===== src/rtl/plk_pkg.sv =====
// ----------------------------------------------------------------------------
// plk_pkg: shared types and constants for the password entry lock
// Codes, key bytes, field widths and the structs passed between modules.
// ----------------------------------------------------------------------------
package plk_pkg;

	localparam int MAX_ENTRY = 16;
	localparam int CNT_W     = $clog2(MAX_ENTRY + 1);
	localparam int IDX_W     = (MAX_ENTRY > 1) ? $clog2(MAX_ENTRY) : 1;
	localparam int PW_BYTES  = 16;
	localparam int KEY_W     = 8;
	localparam int FAIL_W    = 8;
	localparam int CFG_W     = 64;
	localparam int CFG_IDX_W = 2;
	localparam int TDATA_W   = 24;
	localparam int S_TDATA_W = 8;

	localparam logic [CFG_W-1:0] PW_LOW_RESET  = 64'h0000_0000_3433_3231;
	localparam logic [CFG_W-1:0] PW_HIGH_RESET = 64'h0;
	localparam logic [4:0]       PW_LEN_RESET  = 5'd4;

	// Register indexes on the configuration port
	localparam logic [CFG_IDX_W-1:0] REG_PW_LOW  = 2'd0;
	localparam logic [CFG_IDX_W-1:0] REG_PW_HIGH = 2'd1;
	localparam logic [CFG_IDX_W-1:0] REG_PW_LEN  = 2'd2;

	// Operation codes
	localparam logic OP_KEY  = 1'b0;
	localparam logic OP_LOCK = 1'b1;

	// Key bytes with a meaning
	localparam logic [KEY_W-1:0] KEY_BS    = 8'd8;
	localparam logic [KEY_W-1:0] KEY_LF    = 8'd10;
	localparam logic [KEY_W-1:0] KEY_CR    = 8'd13;
	localparam logic [KEY_W-1:0] KEY_SPACE = 8'd32;
	localparam logic [KEY_W-1:0] KEY_DEL   = 8'd127;

	localparam logic [FAIL_W-1:0] FAIL_MAX = '1;

	typedef enum logic [2:0] {
		EV_IGNORED  = 3'd0,
		EV_APPENDED = 3'd1,
		EV_ERASED   = 3'd2,
		EV_UNLOCKED = 3'd3,
		EV_REJECTED = 3'd4,
		EV_LOCKED   = 3'd5
	} ev_t;

	typedef struct packed {
		logic             op;
		logic [KEY_W-1:0] key;
	} item_t;

	typedef struct packed {
		logic [8*PW_BYTES-1:0] chars;   // byte i in bits 8*i+7:8*i
		logic [4:0]            len;
	} cfg_t;

	// First field in the highest bits
	typedef struct packed {
		ev_t               event_code;
		logic [CNT_W-1:0]  entry_length;
		logic [FAIL_W-1:0] failure_count;
		logic              is_locked;
	} res_t;

	localparam int RES_W = $bits(res_t);

endpackage


===== src/rtl/plk_cfg_regs.sv =====
// ----------------------------------------------------------------------------
// plk_cfg_regs: password configuration registers
// Holds password bytes and length; writes to unknown indexes are dropped.
// ----------------------------------------------------------------------------
module plk_cfg_regs (
	input  logic                           clk,
	input  logic                           arst_n,
	input  logic                           cfg_wr_en,
	input  logic [plk_pkg::CFG_IDX_W-1:0]  cfg_index,
	input  logic [plk_pkg::CFG_W-1:0]      cfg_data,
	output plk_pkg::cfg_t                  cfg
);
	import plk_pkg::*;

	logic [CFG_W-1:0] pw_low_q;
	logic [CFG_W-1:0] pw_high_q;
	logic [4:0]       pw_len_q;

	always_ff @(posedge clk or negedge arst_n) begin
		if (!arst_n) begin
			pw_low_q  <= PW_LOW_RESET;
			pw_high_q <= PW_HIGH_RESET;
			pw_len_q  <= PW_LEN_RESET;
		end else if (cfg_wr_en) begin
			unique case (cfg_index)
				REG_PW_LOW:  pw_low_q  <= cfg_data;
				REG_PW_HIGH: pw_high_q <= cfg_data;
				REG_PW_LEN:  pw_len_q  <= cfg_data[4:0];
				default: ;
			endcase
		end
	end

	assign cfg.chars = {pw_high_q, pw_low_q};
	assign cfg.len   = pw_len_q;

endmodule


===== src/rtl/plk_in_stage.sv =====
// ----------------------------------------------------------------------------
// plk_in_stage: input register
// Captures one item per transfer and holds it until the core advances.
// ----------------------------------------------------------------------------
module plk_in_stage (
	input  logic           clk,
	input  logic           arst_n,
	input  logic           in_valid,
	output logic           in_ready,
	input  plk_pkg::item_t in_item,
	input  logic           advance,
	output logic           valid_s1,
	output plk_pkg::item_t item_s1
);
	import plk_pkg::*;

	assign in_ready = !valid_s1 || advance;

	always_ff @(posedge clk or negedge arst_n) begin
		if (!arst_n) begin
			valid_s1 <= 1'b0;
		end else if (in_ready) begin
			valid_s1 <= in_valid;
		end
	end

	always_ff @(posedge clk) begin
		if (in_ready && in_valid) begin
			item_s1 <= in_item;
		end
	end

endmodule


===== src/rtl/plk_core.sv =====
// ----------------------------------------------------------------------------
// plk_core: lock state update and result register
// Applies one item per cycle to the lock state, unless the result register is stalled, and registers the result.
// ----------------------------------------------------------------------------
module plk_core (
	input  logic           clk,
	input  logic           arst_n,
	input  logic           valid_s1,
	input  plk_pkg::item_t item_s1,
	input  plk_pkg::cfg_t  cfg,
	output logic           advance,
	output logic           out_valid,
	input  logic           out_ready,
	output plk_pkg::res_t  res_s2
);
	import plk_pkg::*;

	logic              locked_q;
	logic [CNT_W-1:0]  count_q;
	logic [FAIL_W-1:0] fail_q;
	logic [KEY_W-1:0]  entry_q [MAX_ENTRY];

	logic              locked_d;
	logic [CNT_W-1:0]  count_d;
	logic [FAIL_W-1:0] fail_d;
	ev_t               ev_d;
	logic              wr_en;
	logic [MAX_ENTRY-1:0] byte_ok;
	logic              match;
	logic              is_enter;
	logic              is_print;

	assign advance = valid_s1 && (!out_valid || out_ready);

	// Bytes at or above the entry count take no part in the compare
	always_comb begin
		for (int i = 0; i < MAX_ENTRY; i++) begin
			byte_ok[i] = (CNT_W'(i) >= count_q) ||
				(entry_q[i] == cfg.chars[8*i +: 8]);
		end
	end

	assign match    = (count_q == cfg.len) && (&byte_ok);
	assign is_enter = (item_s1.key == KEY_LF) || (item_s1.key == KEY_CR);
	assign is_print = (item_s1.key >= KEY_SPACE) && (item_s1.key < KEY_DEL);

	always_comb begin
		locked_d = locked_q;
		count_d  = count_q;
		fail_d   = fail_q;
		ev_d     = EV_IGNORED;
		wr_en    = 1'b0;
		priority if (item_s1.op == OP_LOCK) begin
			locked_d = 1'b1;
			count_d  = '0;
			ev_d     = EV_LOCKED;
		end else if (!locked_q) begin
			ev_d = EV_IGNORED;
		end else if (is_enter) begin
			if (match) begin
				locked_d = 1'b0;
				fail_d   = '0;
				ev_d     = EV_UNLOCKED;
			end else begin
				if (fail_q != FAIL_MAX) fail_d = fail_q + 1'b1;
				count_d = '0;
				ev_d    = EV_REJECTED;
			end
		end else if (item_s1.key == KEY_BS) begin
			if (count_q != '0) begin
				count_d = count_q - 1'b1;
				ev_d    = EV_ERASED;
			end
		end else if (is_print && (count_q < CNT_W'(MAX_ENTRY))) begin
			wr_en   = 1'b1;
			count_d = count_q + 1'b1;
			ev_d    = EV_APPENDED;
		end else begin
			ev_d = EV_IGNORED;
		end
	end

	always_ff @(posedge clk or negedge arst_n) begin
		if (!arst_n) begin
			locked_q  <= 1'b0;
			count_q   <= '0;
			fail_q    <= '0;
			out_valid <= 1'b0;
		end else begin
			if (advance) begin
				locked_q <= locked_d;
				count_q  <= count_d;
				fail_q   <= fail_d;
			end
			if (!out_valid || out_ready) out_valid <= valid_s1;
		end
	end

	always_ff @(posedge clk) begin
		if (advance && wr_en) begin
			entry_q[count_q[IDX_W-1:0]] <= item_s1.key;
		end
		if (advance) begin
			res_s2.is_locked     <= locked_d;
			res_s2.failure_count <= fail_d;
			res_s2.entry_length  <= count_d;
			res_s2.event_code    <= ev_d;
		end
	end

endmodule


===== src/rtl/password_entry_lock_top.sv =====
// ----------------------------------------------------------------------------
// password_entry_lock_top: keypad password lock
// Stream in lock commands and key bytes, stream out lock status per item.
// ----------------------------------------------------------------------------
// Each input transfer carries a lock command (s_tuser = 1) or a key byte
// (s_tuser = 0, byte in s_tdata) and yields exactly one result transfer with
// the lock flag, failure count, entry length and an event code. A lock
// command locks and clears the entry; while locked, printable keys append
// (up to 16 bytes), backspace erases, and enter or carriage return compares
// the entry against the configured password in parallel over all 16 bytes.
// The block takes one item per clock cycle while the result stream is not
// stalled; the input register takes the item at the transfer, and the
// result register takes its result when the core advances, as the lock
// state is updated. The password registers reset to "1234" with length 4;
// write them only while the block has no item in flight.
module password_entry_lock_top (
	input  logic                               clk,
	input  logic                               arst_n,
	input  logic                               s_tvalid,
	output logic                               s_tready,
	input  logic [plk_pkg::S_TDATA_W-1:0]      s_tdata,   // [7:0] key_code
	input  logic                               s_tuser,   // [0] operation
	output logic                               m_tvalid,
	input  logic                               m_tready,
	// [0] is_locked, [8:1] failure_count, [13:9] entry_length,
	// [16:14] event_code, [23:17] zero
	output logic [plk_pkg::TDATA_W-1:0]        m_tdata,
	input  logic                               cfg_wr_en,
	input  logic [plk_pkg::CFG_IDX_W-1:0]      cfg_index,
	input  logic [plk_pkg::CFG_W-1:0]          cfg_data
);
	import plk_pkg::*;

	item_t in_item;
	item_t item_s1;
	logic  valid_s1;
	logic  advance;
	cfg_t  cfg;
	res_t  res_s2;

	assign in_item.op  = s_tuser;
	assign in_item.key = s_tdata;

	plk_cfg_regs u_cfg (
		.clk       (clk),
		.arst_n    (arst_n),
		.cfg_wr_en (cfg_wr_en),
		.cfg_index (cfg_index),
		.cfg_data  (cfg_data),
		.cfg       (cfg)
	);

	// Hold the incoming transfer until the core takes it
	plk_in_stage u_in (
		.clk      (clk),
		.arst_n   (arst_n),
		.in_valid (s_tvalid),
		.in_ready (s_tready),
		.in_item  (in_item),
		.advance  (advance),
		.valid_s1 (valid_s1),
		.item_s1  (item_s1)
	);

	// Advance the lock state and register the result
	plk_core u_core (
		.clk       (clk),
		.arst_n    (arst_n),
		.valid_s1  (valid_s1),
		.item_s1   (item_s1),
		.cfg       (cfg),
		.advance   (advance),
		.out_valid (m_tvalid),
		.out_ready (m_tready),
		.res_s2    (res_s2)
	);

	// Pad the packed result with zeros up to whole bytes
	assign m_tdata = {(TDATA_W - RES_W)'(0), res_s2};

endmodule


===== config.mk =====
export PLATFORM = sky130hd
export DESIGN_NAME = password_entry_lock_top
export DESIGN_NICKNAME = d
export VERILOG_FILES = /design/src/rtl/plk_pkg.sv /design/src/rtl/plk_cfg_regs.sv /design/src/rtl/plk_in_stage.sv /design/src/rtl/plk_core.sv /design/src/rtl/password_entry_lock_top.sv
export SDC_FILE = /design/constraint.sdc
export NUM_CORES = 1
export LEC_CHECK = 0
export CAP_MARGIN = 10
export CORE_ASPECT_RATIO = 1.4
export CORE_MARGIN = 2
export CORE_UTILIZATION = 63
export CTS_CLUSTER_DIAMETER = 150
export DETAILED_ROUTE_END_ITERATION = 6
export DONT_BUFFER_PORTS = 1
export PLACE_DENSITY = 0.87
export RECOVER_POWER = 100
export SYNTH_ARGS = -nofsm -noshare
export SYNTH_HDL_FRONTEND = slang
export SYNTH_SLANG_ARGS = --single-unit

===== constraint.sdc =====
create_clock -name clk -period 4.4 [get_ports clk]
set_clock_uncertainty 0.2 [all_clocks]
set_input_delay 0.44 -clock clk [delete_from_list [all_inputs] [get_ports clk]]
set_output_delay 0.44 -clock clk [all_outputs]
set_load 0.01 [all_outputs]

==> summary by stage <==
Outcome
The flow ran to the end, but the final reports show violations. The final reports fail on max-capacitance violations, max-slew violations.

Setup path
The largest single stage delay on the critical path is 0.63 ns. The worst setup path is captured at a register. Walking the worst path, the cells encountered are or2_0, nor3_1, a21oi_1, or4b_1, or4_1, nor4_4, buf_4, nand2_1, a311oi_1. The critical path required time is 4.55 ns.

The slowest stage of the critical path is the sky130_fd_sc_hd__dfrtp_1 cell. Of all nets on the critical path, the largest fanout is 17. The worst setup path category is register to register. The data arrival at the endpoint of the critical path is 4.10 ns.

The worst setup path is launched from a register.

Floorplanning
The die is 124.2 um wide. The I/O pin count is 106. The area of the core region is 19840 um2.

For this configuration, the core starts out at a cell density of 64.24%. The die boundary height is 172.3 um. The area enclosed by the die boundary is 21400 um2. The floorplan has 61 rows.

Global routing
Summed over all layers, the global routing overflow is 0. The number of antenna violations at the first check in global routing came to 1. Entering global routing, the biggest net connects 150 pins. The via count of the first global-routing pass is 8086. The first-pass GRT wire length is 44170 um.

The combined global-route utilization of all metal layers is 26.46%.

Power
Net switching is 24.35% of the power. The share of total power dissipated in the clock network is 36.6%. Power spread over the standard cell area amounts to 459.9 nW/um2. In this run, the combinational gates consume 11.7% of the power. Registers are responsible for 51.7% of the overall power. The switching component of the power is 1.647 mW. The leakage component of the power is 5.505 nW. The largest voltage drop on the vdd net is 0.4603 mV. Overall power consumption after layout is estimated at 6.765 mW.

Internal power comes to 5.118 mW.

Timing
The actual slew at the worst max-slew pin is 2.087 ns. Setup repair after global routing left no endpoint under its margin. The maximum operating frequency is 253.2 MHz. Setup slack closes at 0.4502 ns. The final critical path takes up 89.77% of the cycle.

For the final routed database, the setup TNS stands at 0 ns. The final number of setup-violating endpoints is 0. The number of slew-limit violations in the final report is 280.

In this run the tightest slew margin relative to its limit is -39.15%. The total count of hold-check failures in the final report is 0. Counting I/O delays and the setup requirement, the final critical path takes 3.950 ns.

Logic synthesis
The number of storage elements in the synthesis netlist is 303. The share of synthesized registers carrying an async set or reset is 49.17%. The register area share after synthesis is 65.67%. For this run, the number of Yosys warnings is 0. The post-synthesis area per instance is 14.82 um2. The mapped cell area is 12750 um2. The gate count after technology mapping is 860.

For this run, the leading register cell type out of synthesis is sky130_fd_sc_hd__edfxtp_1. Counting flops with a built-in enable in the synthesized netlist gives 154. Yosys mapped the design onto 64 distinct sky130hd cell types.

CTS
For this design, the sink count on the clock tree is 303. Clock-pin slew was measured on the worst setup and hold paths at 0.07 ns. Counting along the longest clock path gives a buffer depth of 3.

The clock latency on the worst-skew pair is 0.55 ns. The buffer count from post-CTS setup fixing is 0. The number of hold-repair buffers added at the cts stage is 78. The TritonCTS clock tree is done.

Clock tree synthesis inserted a total of 28 buffers. In this run the number of H-tree levels came out at 1. The number of cells upsized or downsized after cts is 0. The root buffer cell chosen for the clock tree is sky130_fd_sc_hd__clkbuf_16.

Placement
Timing analysis after detailed placement gives a worst setup slack of 0.6202 ns. During placement, the flow inserted port buffers numbering 0. Once placement finished, the instance area stood at 13010 um2. The HPWL after detailed placement is 17350 um. The global placer's final weighted congestion is 0.8821.

Cells and area
The finished cells cover 14710 um2. The antenna diode instance count is 0. From synthesis to final layout, the design area changed by 15.41%. The ratio of cells with drive above 1 in the final layout is 21.62%. The net count of the finished layout is 1040. The final core utilization is 74.14%.

Route
The sum of routed wire length over all layers is 28300 um. The number of iterations in the first detailed-routing pass is 5. The final routed DRC violation total is 0.

The initial DRC count is 744. The total via count in the routed design is 7561. In the routed layout, each cell is associated on average with a via count of 6.157. The remaining number of nets flagged by the antenna check after routing is 0.

The detail-routed net length per standard cell is 23.05 um.

Worst hold path
In this run the worst hold path is classified as input port to register.

Run
Max-cap violations in this run came to 3.
-- cell usage after synthesis, drive strengths merged, types with 2 or more instances --
| master | number | share of area [%] |
|---|---|---|
| dfrtp | 135 | 27 |
| and2 | 2 | 0.098 |
| a21oi | 26 | 1.0 |
| nand3b | 3 | 0.18 |
| a21o | 3 | 0.18 |
| nand4 | 20 | 0.98 |
| nor2 | 44 | 1.3 |
| or2 | 3 | 0.15 |
| a221oi | 2 | 0.14 |
| a31oi | 8 | 0.39 |
| dfstp | 14 | 2.9 |
| clkbuf | 20 | 0.59 |
| a311oi | 3 | 0.21 |
| a32o | 2 | 0.16 |
| o32ai | 2 | 0.14 |
| nand2 | 31 | 0.93 |
| a22o | 5 | 0.34 |
| nor4 | 19 | 1.1 |
| or4 | 3 | 0.21 |
| edfxtp | 154 | 36 |
| o21ba | 4 | 0.36 |
| nor3 | 11 | 0.43 |
| nand3 | 9 | 0.39 |
| inv | 8 | 0.24 |
| mux2 | 134 | 12 |
| xnor2 | 66 | 4.5 |
| o22a | 6 | 0.41 |
| and3 | 3 | 0.15 |
| o21ai | 8 | 0.31 |
| nand2b | 6 | 0.29 |
| ha | 6 | 0.59 |
| buf | 12 | 0.75 |
| nor3b | 2 | 0.12 |
| xor2 | 67 | 4.6 |
-- through the flow --
step,hold WS (ns),cells
after floorplan,-0.05559,866
after global placement,-0.04959,1098
after detailed placement,-0.04980,1098
after CTS,0.1165,1228
after global routing,0.2457,1228
final,0.2229,1228
-- cell type report --
| class | instances | area (um2) |
|---|---|---|
| sequential | 303 | 8371 |
| fill | 1191 | 5132 |
| multi-input combinational | 523 | 4193 |
| timing repair buffer | 90 | 844.6 |
| clock buffer | 38 | 808.3 |
| tap | 252 | 315.3 |
| clock inverter | 14 | 150.1 |
| inverter | 8 | 30.03 |
-- final timing paths --
kind,startpoint,endpoint,slack [ns],depth (start not counted)
min,s_tvalid,u_in.item_s1[3],0.22,1
max,u_core.count_q[2],u_core.res_s2[11],0.45,9
max in group asynchronous,arst_n,u_core.locked_q,1.83,2
min reg2reg,u_in.valid_s1,u_core.out_valid,0.32,1
max reg2reg,u_core.count_q[2],u_core.res_s2[11],0.45,9
min in group asynchronous,arst_n,u_cfg.pw_high_q[20],0.85,2
-- state kept, by name (all words and copies together) (netlist names) --
name,flops
u_core.count_q,5
u_in.item_s1,9
u_core.out_valid,1
u_core.entry_q,128
u_in.valid_s1,1
u_core.locked_q,1
u_cfg.pw_low_q,64
u_cfg.pw_high_q,64
u_cfg.pw_len_q,5
u_core.res_s2,17
u_core.fail_q,8
-- logic make-up after synthesis --
kind of cell / after synthesis / synth area share [%]
flip-flops: 303 / 65.67
AND/OR/NAND/NOR: 159 / 6.498
multiplexers: 134 / 11.84
XOR/XNOR: 133 / 9.138
AO/OA/AOI/OAI: 84 / 4.672
buffers and inverters: 40 / 1.570
adder cells (fa/ha/maj): 6 / 0.5889
other: 1 / 0.02942
-- cells in the final DEF, fill, tap and decap left out, drive strengths merged, types with 4 or more instances in the layout --
master / count
nor3: 11
nor2: 44
nand2: 31
dlygate4sd3: 77
a22o: 5
a31oi: 8
conb: 7
o22a: 6
a21oi: 26
o21ai: 8
nand2b: 6
buf: 5
edfxtp: 154
nor4: 19
dfstp: 14
clkbuf: 46
xnor2: 66
o21ba: 4
ha: 6
inv: 8
nand4: 20
clkinv: 10
xor2: 67
dfrtp: 135
mux2: 134
nand3: 9
-- critical path, delay by kind of cell (launching register included) --
| kind | cells | cell delay [ns] |
|---|---|---|
| AOI/OAI and AO/OA | 2 | 0.42 |
| buffers and inverters | 1 | 0.25 |
| DFF | 1 | 0.63 |
| and+or+nand+nor | 6 | 2.24 |
-- power groups by stage --
| stage | Sequential (mW) | Combinational (mW) | Clock [mW] |
|---|---|---|---|
| 3_3_place_gp | 3.53 | 0.647 | 0 |
| 6_report | 3.50 | 0.792 | 2.47 |
| 5_1_grt | 3.53 | 0.861 | 2.60 |
| 3_5_place_dp | 3.55 | 0.675 | 0 |
| 2_1_floorplan | 3.48 | 0.560 | 0 |
| 4_1_cts | 3.50 | 0.787 | 2.49 |
-- routing by layer --
layer	share of wire (%)	vias up	GRT usage, %
li1	-	3321	-
met1	38	3860	32.53
met2	53	300	47.68
met3	5.7	80	4.022
met4	3.3	0	10.06
met5	0	-	0
Note: power is estimated with default switching activity, not from simulation.
